**config.mk**
```make
export PLATFORM = sky130hd
export DESIGN_NAME = fla_ctrl
export DESIGN_NICKNAME = d
export VERILOG_FILES = /design/src/sv/assert_macros.svh /design/src/sv/fla_pkg.sv /design/src/sv/fla_ctrl.sv
export SDC_FILE = /design/constraint.sdc
export NUM_CORES = 1
export LEC_CHECK = 0
export ABC_AREA = 1
export BUFFER_PORTS_ARGS = -buffer_cell sky130_fd_sc_hd__buf_2
export CAP_MARGIN = 20
export CORE_MARGIN = 5
export CORE_UTILIZATION = 38
export DETAILED_ROUTE_END_ITERATION = 7
export GPL_TIMING_DRIVEN = 0
export REMOVE_ABC_BUFFERS = 1
export SYNTH_ARGS = -nofsm -noshare
export SYNTH_HDL_FRONTEND = slang
export SYNTH_SLANG_ARGS = --single-unit
```
**constraint.sdc**
```tcl
create_clock -name clock -period 1.63 [get_ports clock]
set_input_delay 0.163 -clock clock [delete_from_list [all_inputs] [get_ports clock]]
set_output_delay 0.163 -clock clock [all_outputs]
set_load 0.01 [all_outputs]
```
**src/sv/assert_macros.svh**
```systemverilog
// ----------------------------------------------------------------------------
// Assertion macros
// Concurrent assertion helpers shared by the RTL. Empty under synthesis.
// ----------------------------------------------------------------------------
`ifndef ASSERT_MACROS_SVH
`define ASSERT_MACROS_SVH

`ifndef SYNTHESIS
// Same-cycle implication, disabled during reset.
`define ASSERT_IMPLY(label, clk, rst, ante, cons) \
   label: assert property (@(posedge clk) disable iff (rst) (ante) |-> (cons)) \
      else $error("assertion failed");
// Next-cycle implication, disabled during reset.
`define ASSERT_NEXT(label, clk, rst, ante, cons) \
   label: assert property (@(posedge clk) disable iff (rst) (ante) |=> (cons)) \
      else $error("assertion failed");
`else
`define ASSERT_IMPLY(label, clk, rst, ante, cons)
`define ASSERT_NEXT(label, clk, rst, ante, cons)
`endif

`endif

```
**src/sv/fla_pkg.sv**
```systemverilog
`timescale 1ns / 1ps
// ----------------------------------------------------------------------------
// fla_pkg
// Types, constants and helper functions of the long name assembler.
// ----------------------------------------------------------------------------
package fla_pkg;

   localparam int MAX_FRAGMENTS_DEF = 20;
   localparam int UNITS_PER_FRAG    = 13;

   localparam logic [8:0]  CAP_RESET    = 9'd64;
   localparam logic [8:0]  CAP_MAX      = 9'd256;
   localparam logic [7:0]  BYTE_END     = 8'h00;
   localparam logic [7:0]  BYTE_DELETED = 8'hE5;
   localparam logic [7:0]  ATTR_LFN     = 8'h0F;
   localparam int          ATTR_VOL_BIT = 3;
   localparam int          ATTR_DIR_BIT = 4;
   localparam int          ORDER_HEAD_BIT = 6;
   localparam logic [7:0]  CHAR_SPACE   = 8'h20;
   localparam logic [7:0]  CHAR_DOT     = 8'h2E;
   localparam logic [15:0] SURR_LO      = 16'hD800;
   localparam logic [15:0] SURR_HI      = 16'hDFFF;
   localparam logic [15:0] UNIT_FILL    = 16'hFFFF;
   localparam logic [7:0]  UTF8_CONT    = 8'h80;
   localparam logic [7:0]  UTF8_LEAD2   = 8'hC0;
   localparam logic [7:0]  UTF8_LEAD3   = 8'hE0;

   // Byte offsets of the 13 UTF-16 units inside a fragment entry.
   localparam logic [4:0] UNIT_OFFSETS [UNITS_PER_FRAG] =
      '{5'd1, 5'd3, 5'd5, 5'd7, 5'd9, 5'd14, 5'd16, 5'd18, 5'd20, 5'd22, 5'd24,
        5'd28, 5'd30};

   typedef enum logic [6:0] {
      ST_IDLE = 7'b0000001,
      ST_DEC  = 7'b0000010,
      ST_FRAG = 7'b0000100,
      ST_SUM  = 7'b0001000,
      ST_SCAN = 7'b0010000,
      ST_EMIT = 7'b0100000,
      ST_LAST = 7'b1000000
   } state_type;

   typedef enum logic [2:0] {
      K_END, K_DEL, K_FRAG, K_VOL, K_SHORT
   } kind_type;

   typedef struct packed {
      logic load;
      logic chain_clear;
      logic frag_start;
      logic frag_write;
      logic walk_start;
      logic sum_step;
      logic scan_step;
      logic long_start;
      logic short_start;
      logic emit_step;
      logic send_last;
      logic send_end;
   } cmd_type;

   typedef struct packed {
      kind_type kind;
      logic     frag_ok;
      logic     col_last;
      logic     sum_last;
      logic     scan_done;
      logic     scan_ok;
      logic     emit_done;
      logic     out_free;
   } status_type;

   // Number of UTF-8 bytes for one BMP unit.
   function automatic logic [1:0] utf8_len(input logic [15:0] u);
      if (u < 16'h0080) return 2'd1;
      if (u < 16'h0800) return 2'd2;
      return 2'd3;
   endfunction

   // Byte b of the UTF-8 encoding of one BMP unit.
   function automatic logic [7:0] utf8_byte(input logic [15:0] u, input logic [1:0] b);
      logic [1:0] n;
      n = utf8_len(u);
      if (n == 2'd1) return u[7:0];
      if (n == 2'd2) return (b == 2'd0) ? (UTF8_LEAD2 | {3'b000, u[10:6]})
                                          : (UTF8_CONT | {2'b00, u[5:0]});
      case (b)
         2'd0:    return UTF8_LEAD3 | {4'b0000, u[15:12]};
         2'd1:    return UTF8_CONT | {2'b00, u[11:6]};
         default: return UTF8_CONT | {2'b00, u[5:0]};
      endcase
   endfunction

endpackage

```
**src/sv/fla_ctrl.sv**
```systemverilog
`timescale 1ns / 1ps
// ----------------------------------------------------------------------------
// fla_ctrl
// Controller state machine: sequences decode, fragment store, name scan
// and name emission for one entry at a time.
// ----------------------------------------------------------------------------
module fla_ctrl (
   input  logic                clock,
   input  logic                reset,
   input  logic                req_valid,
   output logic                req_ready,
   input  fla_pkg::status_type status,
   output fla_pkg::cmd_type    cmd
);
   import fla_pkg::*;

   state_type state_ff, state_in;

   // Next state and commands.
   always_comb begin
      state_in = state_ff;
      cmd      = '0;
      case (state_ff)
         ST_IDLE: begin
            if (req_valid) begin
               cmd.load = 1'b1;
               state_in = ST_DEC;
            end
         end
         ST_DEC: begin
            case (status.kind)
               K_END: begin
                  if (status.out_free) begin
                     cmd.send_end = 1'b1;
                     state_in     = ST_IDLE;
                  end
               end
               K_FRAG: begin
                  if (status.frag_ok) begin
                     cmd.frag_start = 1'b1;
                     state_in       = ST_FRAG;
                  end else begin
                     cmd.chain_clear = 1'b1;
                     state_in        = ST_IDLE;
                  end
               end
               K_SHORT: begin
                  cmd.walk_start = 1'b1;
                  state_in       = ST_SUM;
               end
               default: begin
                  cmd.chain_clear = 1'b1;
                  state_in        = ST_IDLE;
               end
            endcase
         end
         ST_FRAG: begin
            cmd.frag_write = 1'b1;
            if (status.col_last) state_in = ST_IDLE;
         end
         ST_SUM: begin
            cmd.sum_step = 1'b1;
            if (status.sum_last) state_in = ST_SCAN;
         end
         ST_SCAN: begin
            cmd.scan_step = 1'b1;
            if (status.scan_done) begin
               cmd.long_start  = status.scan_ok;
               cmd.short_start = !status.scan_ok;
               state_in        = ST_EMIT;
            end
         end
         ST_EMIT: begin
            cmd.emit_step = 1'b1;
            if (status.emit_done) state_in = ST_LAST;
         end
         ST_LAST: begin
            if (status.out_free) begin
               cmd.send_last = 1'b1;
               state_in      = ST_IDLE;
            end
         end
         default: state_in = ST_IDLE;
      endcase
   end

   assign req_ready = (state_ff == ST_IDLE);

   // State register.
   always_ff @(posedge clock) begin
      if (reset) begin
         state_ff <= ST_IDLE;
      end else begin
         state_ff <= state_in;
      end
   end
endmodule

```
# Word-level counts from Yosys, hierarchy flattened
# Index checks and enable logic that the tools add are counted.
# W data, S select, Z words.
[classes]
eq_ne = 14
n_mux = 27
reduce_logical = 4
[op_table]
columns = ["operator", "n"]
rows = [
  ["$pmux W7 S7", 1],
  ["$mux W7", 6],
  ["$pmux W7 S3", 1],
  ["$mux W1", 14],
  ["$ne A2 B2 Y1 const B", 5],
  ["$eq A7 B1 Y1 const B", 1],
  ["$eq A7 B2 Y1 const B", 1],
  ["$eq A7 B3 Y1 const B", 1],
  ["$eq A7 B4 Y1 const B", 1],
  ["$eq A7 B5 Y1 const B", 1],
  ["$eq A7 B6 Y1 const B", 1],
  ["$eq A7 B7 Y1 const B", 1],
  ["$mux W3", 2],
  ["$reduce_and A5 Y1", 1],
  ["$mux W2", 2],
  ["$eq A3 B2 Y1 const B", 1],
  ["$eq A3 B3 Y1 const B", 1],
  ["$logic_not A3 Y1", 1],
  ["$pmux W1 S2", 1],
  ["$reduce_or A2 Y1", 1],
  ["$logic_not A1 Y1", 1],
]
[word_totals]
reg_bits = 7
inputBits = 13
out_inout_bits = 13
elab_cells = 46

# Longest topological paths before layout
# Gate-level depths: netlist of run 1.
[logic_depth]
word_depth = 4
ltp_mapped = 9
ltp_nobuf = 9

# Worst setup path before layout of run 1
# No wires, ideal clock.
[synth_timing]
kind = "flip-flop to output port"
from = "register state_ff[4]"
to = "output port cmd[7] (netlist name)"
arrival_time_ns = 1.047
required_time_ns = 1.467
path_slack_ns = 0.420
path_stages_with_launch = 6
path_buffers = 0
cell_sequence = "dfxtp_1 > nor2_4 > nand2_4 > nor2_2 > inv_2 > nor3_1"
[synth_lines]
columns = ["item", "line", "text"]
rows = [
  ["from (decl)", "fla_ctrl.sv:17", "state_type state_ff, state_in;"],
  ["from (signal assigned)", "fla_ctrl.sv:94", "state_ff <= state_in;"],
  ["to (decl)", "fla_ctrl.sv:13", "output fla_pkg::cmd_type cmd"],
]

==> summary.txt, run 1 <==
pwr dens: 699 nW/um^2
H-tree levels: 1
CTS max path bufs: 2
Post-Syn Area: 669 um^2
Yosys reg bits: 7
pins over their slew limit: 0
Psw: 0.237 mW
Warnings, synthesis: 0
max reg flops: 7
crit-path max FO: 4
final hold vios: 0
port bufs: 25
hold slack: 0.155 ns
Top reg by flops: state_ff
status: finished clean
Post-synth top flop: dfxtp_1
largest stage delay on the critical path: 0.34 ns
die width: 52.0 um
WP buf/inv: 2
Post-synth EDFFs: 0
DP HPWL: 1500 um
total track usage: 14.5%
Leak: 0.463 nW
CP Launch Type: flip-flop
Clk pin slew, worst setup/hold paths: 0.06 ns
Tcrit/Tclk final: 94.5%
critical path data arrival time: 1.38 ns
Core ar.: 1710 um^2
worst setup path category: reg2out
final weighted congestion in routability-driven placement: 0.808
CP delay by family, top: simple AND/OR/NAND/NOR gates
Routed WL: 1720 um
# rows: 15
Comb pwr share: 39.1%
Starting Density: 39.2%
initial antenna violation count: 0
fraction of power spent switching nets: 39.5%
Tmin final: 1.54 ns
cell chain of the critical path: nor2_4, nand3_1, nor2_4, inv_2, nor3_1, buf_2
Final ANT Viol Nets: 0
hold buffer count at cts: 0
# Max-Cap Violations: 0
NumNets Final: 162
largest net degree at the start of global routing: 8
register area share after synthesis: 20.9%
Vias: 799
drt pass-1 iters: 4
Clk pwr share: 27.8%
crit path max-delay cell type: dfxtp_1
Async SR Flop Fraction: 0%
die area: 2700 um^2
area leader, netlist: dfxtp_1
initial DRC count: 18
CP Capture Type: output port
placed insts: 169
vias in the first global route: 697
non-filler cells, final: 173
average size of a mapped cell: 5.63 um^2
worst slew pin tran: 0.189 ns
skew final: 0.00390 ns
peak supply drop: 0.441 mV
Area growth syn-to-layout: 28.0%
Peak Freq: 0.649 GHz
Synth top cells by count: nand2_1 (24), nor2_1 (22), inv_1 (19), nand3_1 (15)
DRC: 0
Via-to-Cell Ratio: 4.62
Most Frequent Cell on Critical Path: nor2_4
WL/cell: 9.95 um
# IOs: 26
Hold Path Class: in2reg
CTS tree: done
Internal: 0.362 mW
clk sink count: 7
cell count after synthesis: 119
share of total power in sequential cells: 33.2%
placed inst area: 826 um^2
count of different cell masters after synthesis: 15
ant diodes: 0
cts bufs inserted: 3
root buffer cell: clkbuf_4
clk_lat worst skew: 0.26 ns
Synth area leaders: dfxtp_1 (21%), nand2_1 (13%), nor2_1 (12%)
Worst EP required: 1.47 ns
Largest regs: state_ff (7)
Final setup viols: 0
share of the synthesized area in the top cell type: 20.9%
share of cells above drive strength 1: 31.8%
die height: 52.0 um
unrepaired setup endpoints after global routing: true
most common cell in the netlist: nand2_1
total gr overflow: 0
Finished Cell Area: 857 um^2
Rel. slew slack: 87.4%
first-pass GRT wire length: 2960 um
==> worst reg2reg max path, stage by stage, from the launching register on <==
cell,delay (ns)
dfxtp_1,0.40
inv_1,0.11
nand2_1,0.11
nor2_1,0.05
nand3b_1,0.13
nand2_1,0.09
nor2_1,0.15
nand3_1,0.08
nor2_1,0.08
==> final cells by class <==
class	count	area [um^2]
fill	186	851
multi-input combinational	88	444
sequential	7	140
timing repair buffer	25	125
inverter	24	90.1
tap	25	31.3
clock buffer	4	26.3
==> cells in the final DEF (no fill, tap or decap), drive strengths merged <==
master	Yosys	routed
nor2	33	33
nand2	26	26
buf	0	25
inv	24	24
nand3	16	16
dfxtp	7	7
a21oi	6	6
nor3	4	4
clkbuf	0	4
nand3b	1	1
nand4	1	1
a31oi	1	1
==> worst paths after layout <==
path                                   from          end  slack (ns)  depth (start not counted)
worst max register to register  state_ff[0]  state_ff[1]        0.36                          8
worst max-delay path            state_ff[2]       cmd[7]        0.09                          6
worst min register to register  state_ff[6]  state_ff[6]        0.63                          2
worst min-delay path                  reset  state_ff[1]        0.15                          2
==> power groups by stage <==
| stage | Clock (mW) | Sequential, mW | Combinational, mW |
|---|---|---|---|
| after floorplan | 0 | 0.199 | 0.168 |
| final | 0.166 | 0.199 | 0.234 |
| after CTS | 0.168 | 0.198 | 0.235 |
| after global routing | 0.177 | 0.201 | 0.270 |
| after detailed placement | 0 | 0.202 | 0.234 |
| after global placement | 0 | 0.201 | 0.233 |
==> cell families (layout without fill, tap and decap cells) <==
| logic type | Yosys count | after routing | synth area share, % |
|---|---|---|---|
| and+or+nand+nor | 81 | 81 | 60.2 |
| AOI/OAI and AO/OA | 7 | 7 | 5.42 |
| buffers and inverters | 24 | 53 | 13.5 |
| DFF | 7 | 7 | 20.9 |
==> metrics by stage <==
step                      power (mW)  utilization [%]  setup slack, ns  TNS [ns]
after floorplan                0.367                -            0.420         0
after global placement         0.435             48.4            0.328         0
after detailed placement       0.436             48.4            0.328         0
after CTS                      0.602             49.9           0.0402         0
after global routing           0.649             50.2         -0.00547  -0.00547
final                          0.599             50.2           0.0897         0
==> layer usage <==
metal  vias up  track usage (%)  wire [um]
li1        428                -          -
met1       340             20.4        834
met2        28             20.5        736
met3         3             3.44        131
met4         0             6.55         20
met5         -                0          0
==> repair_timing <==
item / in CTS / in global routing
gates resized for setup: 0 / 1
endpoints found under the setup margin: 0 / 4
buffers inserted: 0 / 0
Note: power is estimated with default switching activity, not from simulation.
==> inputs of run 2 (changes only) <==
- clock period: 1.63 -> 1.9 ns (I/O delays scaled with it)
==> summary.txt, run 2 (synthesized netlist as in run 1, its figures left out) <==
status: finished clean (unchanged)
clk_lat worst skew: 0.26 ns (about the same)
DP HPWL: 1500 um (unchanged)
die area: 2700 um^2 (unchanged)
Rel. slew slack: 86.0% (was 87.4%)
Multi-input gate area: 439 um^2 (was 444 um^2)
most frequent cells in the layout: buf_2 (25), nand2_1 (24), nor2_1 (22) (unchanged)
max reg flops: 7 (unchanged)
Tcrit/Tclk final: 84.0%
unrepaired setup endpoints after global routing: false (was true)
drt pass-1 iters: 4 (unchanged)
worst slew pin tran: 0.210 ns (was 0.189 ns)
clk sink count: 7 (unchanged)
min-delay src: reset (unchanged)
Core ar.: 1710 um^2 (unchanged)
Final ANT Viol Nets: 0 (unchanged)
die width: 52.0 um (unchanged)
setup tns final: 0 ns (unchanged)
sequential cell area: 140 um^2 (unchanged)
hold path cells: 2 (unchanged)
Vias: 784 (was 799)
total track usage: 14.5% (unchanged)
Largest regs: state_ff (7) (unchanged)
r2r setup slk: 0.63 ns (was 0.36 ns)
Peak Freq: 0.626 GHz
Clk pin slew, worst setup/hold paths: 0.06 ns (about the same)
DRC: 0 (unchanged)
CP startpoint: state_ff[4] (was state_ff[2])
largest net degree at the start of global routing: 8 (unchanged)
skew final: 0.00387 ns (was 0.00390 ns)
crit-path max FO: 5 (was 4)
die height: 52.0 um (unchanged)
first-pass GRT wire length: 2960 um (unchanged)
cts bufs inserted: 3 (unchanged)
Final Util: 49.9% (was 50.2%)
Via-to-Cell Ratio: 4.53 (was 4.62)
Tmin final: 1.60 ns
share of cells above drive strength 1: 31.8% (unchanged)
Pwr Total: 0.512 mW (was 0.599 mW)
# Max-Cap Violations: 0 (unchanged)
# rows: 15 (unchanged)
commonest non-fill, non-tap cell in the layout: buf_2 (unchanged)
ant diodes: 0 (unchanged)
initial antenna violation count: 0 (unchanged)
worst setup path category: reg2out (unchanged)
Reg2Reg Depth: 8 (unchanged)
port bufs: 25 (unchanged)
Leak: 0.463 nW (about the same)
Top reg by flops: state_ff (unchanged)
pwr dens: 601 nW/um^2 (was 699 nW/um^2)
CTS max path bufs: 2 (unchanged)
H-tree levels: 1 (unchanged)
Area growth syn-to-layout: 27.3% (was 28.0%)
pins over their slew limit: 0 (unchanged)
Post-CTS Setup Inserts: 0 (unchanged)
Worst R2R Start: state_ff[0] (unchanged)
critical path data arrival time: 1.41 ns (was 1.38 ns)
total gr overflow: 0 (unchanged)
CP Capture Type: output port (unchanged)
vias in the first global route: 697 (unchanged)
Starting Density: 39.2% (unchanged)
WL/cell: 9.93 um (was 9.95 um)
Worst EP required: 1.71 ns (was 1.47 ns)
hold buffer count at cts: 0 (unchanged)
Layout fillers: 188 (was 186)
hold path endpoint: state_ff[1] (unchanged)
initial DRC count: 15 (was 18)
# IOs: 26 (unchanged)
root buffer cell: clkbuf_4 (unchanged)
peak supply drop: 0.370 mV (was 0.441 mV)
CP Launch Type: flip-flop (unchanged)
CTS tree: done (unchanged)
NumNets Final: 162 (unchanged)
final weighted congestion in routability-driven placement: 0.808 (unchanged)
Hold Path Class: in2reg (unchanged)
Final setup viols: 0 (unchanged)
Routed WL: 1720 um (about the same)
FF-to-FF End: state_ff[1] (unchanged)
post-CTS sizing: 0 (unchanged)
final hold vios: 0 (unchanged)
## run 2: power breakdown
group	total, mW	internal (mW)	switching (mW)
clock network	0.143	0.0806	0.0620
registers	0.170	0.158	0.0126
logic	0.199	0.0720	0.127
## run 2: how the worst max path moves through the flow
stage	endpoint	slack, ns	cells past startpoint
after CTS	cmd[7]	0.28	6
after global routing	cmd[7]	0.19	6
after floorplan	cmd[7]	0.66	5
after global placement	cmd[7]	0.57	6
after detailed placement	cmd[7]	0.57	6
final	cmd[7]	0.30	6
## run 2: worst max-delay path, cell delays in order, from the launching register on
cell,delay [ns]
dfxtp_1,0.35
nor2_4,0.14
nand2_4,0.08
nor2_2,0.21
inv_2,0.09
nor3_1,0.12
buf_2,0.15
## run 2: routing by layer
metal	track usage, %	vias up	part of all wire (%)
li1	-	427	-
met1	20.4	329	49
met2	20.5	25	42
met3	3.44	3	7.7
met4	6.55	0	1.2
met5	0	-	0
## run 2: final cells by class
class	instances	share of cell area, %
Inverter	24	10.6
Clock buffer	4	3.08
Tap cell	25	3.67
Multi-Input combinational cell	88	51.5
Timing Repair Buffer	25	14.7
Sequential cell	7	16.4
## run 2: metrics by stage
| step | instance area, um^2 | hold slack [ns] | instances | setup WS, ns |
|---|---|---|---|---|
| 3_5_place_dp | 826 | 0.462 | 169 | 0.571 |
| 4_1_cts | 852 | 0.189 | 173 | 0.283 |
| 6_report | 852 | 0.182 | 173 | 0.304 |
| 2_1_floorplan | 669 | 0.259 | 119 | 0.663 |
| 5_1_grt | 852 | 0.201 | 173 | 0.189 |
| 3_3_place_gp | 826 | 0.461 | 169 | 0.571 |
==> inputs of run 3 (changes only) <==
- clock period: 1.9 -> 1.5 ns (I/O delays scaled with it)
==> summary.txt, run 3 (synthesized netlist as in run 1, its figures left out) <==
Area growth syn-to-layout: 38.7% (was 27.3%)
vias in the first global route: 714 (was 697)
peak supply drop: 0.490 mV (was 0.370 mV)
share of cells above drive strength 1: 40.8% (was 31.8%)
first-pass GRT wire length: 3040 um (was 2960 um)
die area: 2700 um^2 (unchanged)
max reg flops: 7 (unchanged)
cts bufs inserted: 3 (unchanged)
CTS max path bufs: 2 (unchanged)
Worst EP required: 1.35 ns (was 1.71 ns)
Leak: 0.489 nW (was 0.463 nW)
Rel. slew slack: 87.9% (was 86.0%)
# IOs: 26 (unchanged)
worst setup path category: reg2out (unchanged)
placed insts: 169 (unchanged)
Starting Density: 39.2% (unchanged)
cell chain of the critical path: nor2_4, nand2_4, nor2_4, nand2_2, nor2_1, buf_2 (was nor2_4, nand2_4, nor2_2, inv_2, nor3_1, buf_2)
Final ANT Viol Nets: 0 (unchanged)
largest stage delay on the critical path: 0.33 ns (was 0.35 ns)
initial antenna violation count: 0 (unchanged)
H-tree levels: 1 (unchanged)
die height: 52.0 um (unchanged)
DRC: 0 (unchanged)
total track usage: 14.9% (was 14.5%)
clk_lat worst skew: 0.26 ns (about the same)
Core ar.: 1710 um^2 (unchanged)
# Max-Cap Violations: 0 (unchanged)
Peak Freq: 0.693 GHz
worst slew pin tran: 0.180 ns (was 0.210 ns)
Tcrit/Tclk final: 96.2%
CP Capture Type: output port (unchanged)
pwr dens: 728 nW/um^2 (was 601 nW/um^2)
final weighted congestion in routability-driven placement: 0.808 (unchanged)
total gr overflow: 0 (unchanged)
crit-path max FO: 5 (unchanged)
Final setup viols: 0 (unchanged)
Layout fillers: 173 (was 188)
initial DRC count: 25 (was 15)
status: finished clean (unchanged)
Tmin final: 1.44 ns
CP delay by family, top: simple AND/OR/NAND/NOR gates (unchanged)
skew final: 0.00606 ns (was 0.00387 ns)
die width: 52.0 um (unchanged)
pins over their slew limit: 0 (unchanged)
# rows: 15 (unchanged)
Vias: 815 (was 784)
non-filler cells, final: 177 (was 173)
WL/cell: 10.8 um (was 9.93 um)
commonest non-fill, non-tap cell in the layout: buf_2 (unchanged)
NumNets Final: 166 (was 162)
WP buf/inv: 1 (was 2)
Routed WL: 1910 um (was 1720 um)
Hold Path Class: in2reg (unchanged)
drt pass-1 iters: 4 (unchanged)
largest net degree at the start of global routing: 8 (unchanged)
Largest regs: state_ff (7) (unchanged)
unrepaired setup endpoints after global routing: true (was false)
port bufs: 25 (unchanged)
CTS tree: done (unchanged)
root buffer cell: clkbuf_4 (unchanged)
clk sink count: 7 (unchanged)
most frequent cells in the layout: buf_2 (24), nand2_1 (23), nor2_1 (21) (was buf_2 (25), nand2_1 (24), nor2_1 (22))
final hold vios: 0 (unchanged)
Clk pin slew, worst setup/hold paths: 0.06 ns (about the same)
Top reg by flops: state_ff (unchanged)
Most Frequent Cell on Critical Path: nor2_4
crit path max-delay cell type: dfxtp_2 (was dfxtp_1)
ant diodes: 0 (unchanged)
critical path data arrival time: 1.29 ns (was 1.41 ns)
CP Launch Type: flip-flop (unchanged)
hold slack: 0.139 ns (was 0.182 ns)
DP HPWL: 1500 um (unchanged)
Via-to-Cell Ratio: 4.60 (was 4.53)
run 3: timing repair:
item                                    4_1_cts  5_1_grt
setup buffers                                 1        3
hold buffers                                  0        0
resized for setup                             4       12
pin swaps                                     3        6
endpoints found under the setup margin        5        8
run 3: cell type report:
class                           count  area (um^2)  area share [%]
Inverter                           24         92.6            9.97
Timing Repair Buffer               29          161            17.4
Tap cell                           25         31.3            3.37
Multi-Input combinational cell     88          469            50.5
Sequential cell                     7          148            15.9
Clock buffer                        4         26.3            2.83
run 3: worst reg2reg max path: cells and delay by family, from the launching register on:
family / cells / cell delay, ns
and+or+nand+nor: 6 / 0.67
buffers and inverters: 2 / 0.14
DFF: 1 / 0.41
run 3: power by group:
part,switching (mW),internal (mW)
clock network,0.0797,0.102
registers,0.0235,0.203
logic,0.171,0.0967
total,0.274,0.402
run 3: metal layers:
metal / vias to the layer above / GRT usage, % / part of all wire [%]
met3: 3 / 3.44 / 7.0
li1: 438 / - / -
met2: 24 / 21.8 / 46
met1: 350 / 20.6 / 46
met4: 0 / 6.55 / 1.0
met5: - / 0 / 0
run 3: through the flow:
step	cell area, um^2	power, mW	setup WS [ns]	util, %	setup TNS [ns]
finish	928	0.676	0.0576	54.4	0
detailed placement	826	0.474	0.211	48.4	0
global placement	826	0.472	0.211	48.4	0
floorplan	669	0.399	0.303	-	0
CTS	876	0.665	0.00977	51.3	0
global route	928	0.724	-0.0263	54.4	-0.0610
run 3: worst paths after layout:
path | start | to | slack [ns] | cells past startpoint
min reg2reg | state_ff[6] | state_ff[6] | 0.63 | 2
min | reset | state_ff[1] | 0.14 | 2
max reg2reg | state_ff[6] | state_ff[1] | 0.21 | 8
max | state_ff[2] | cmd[4] | 0.06 | 6
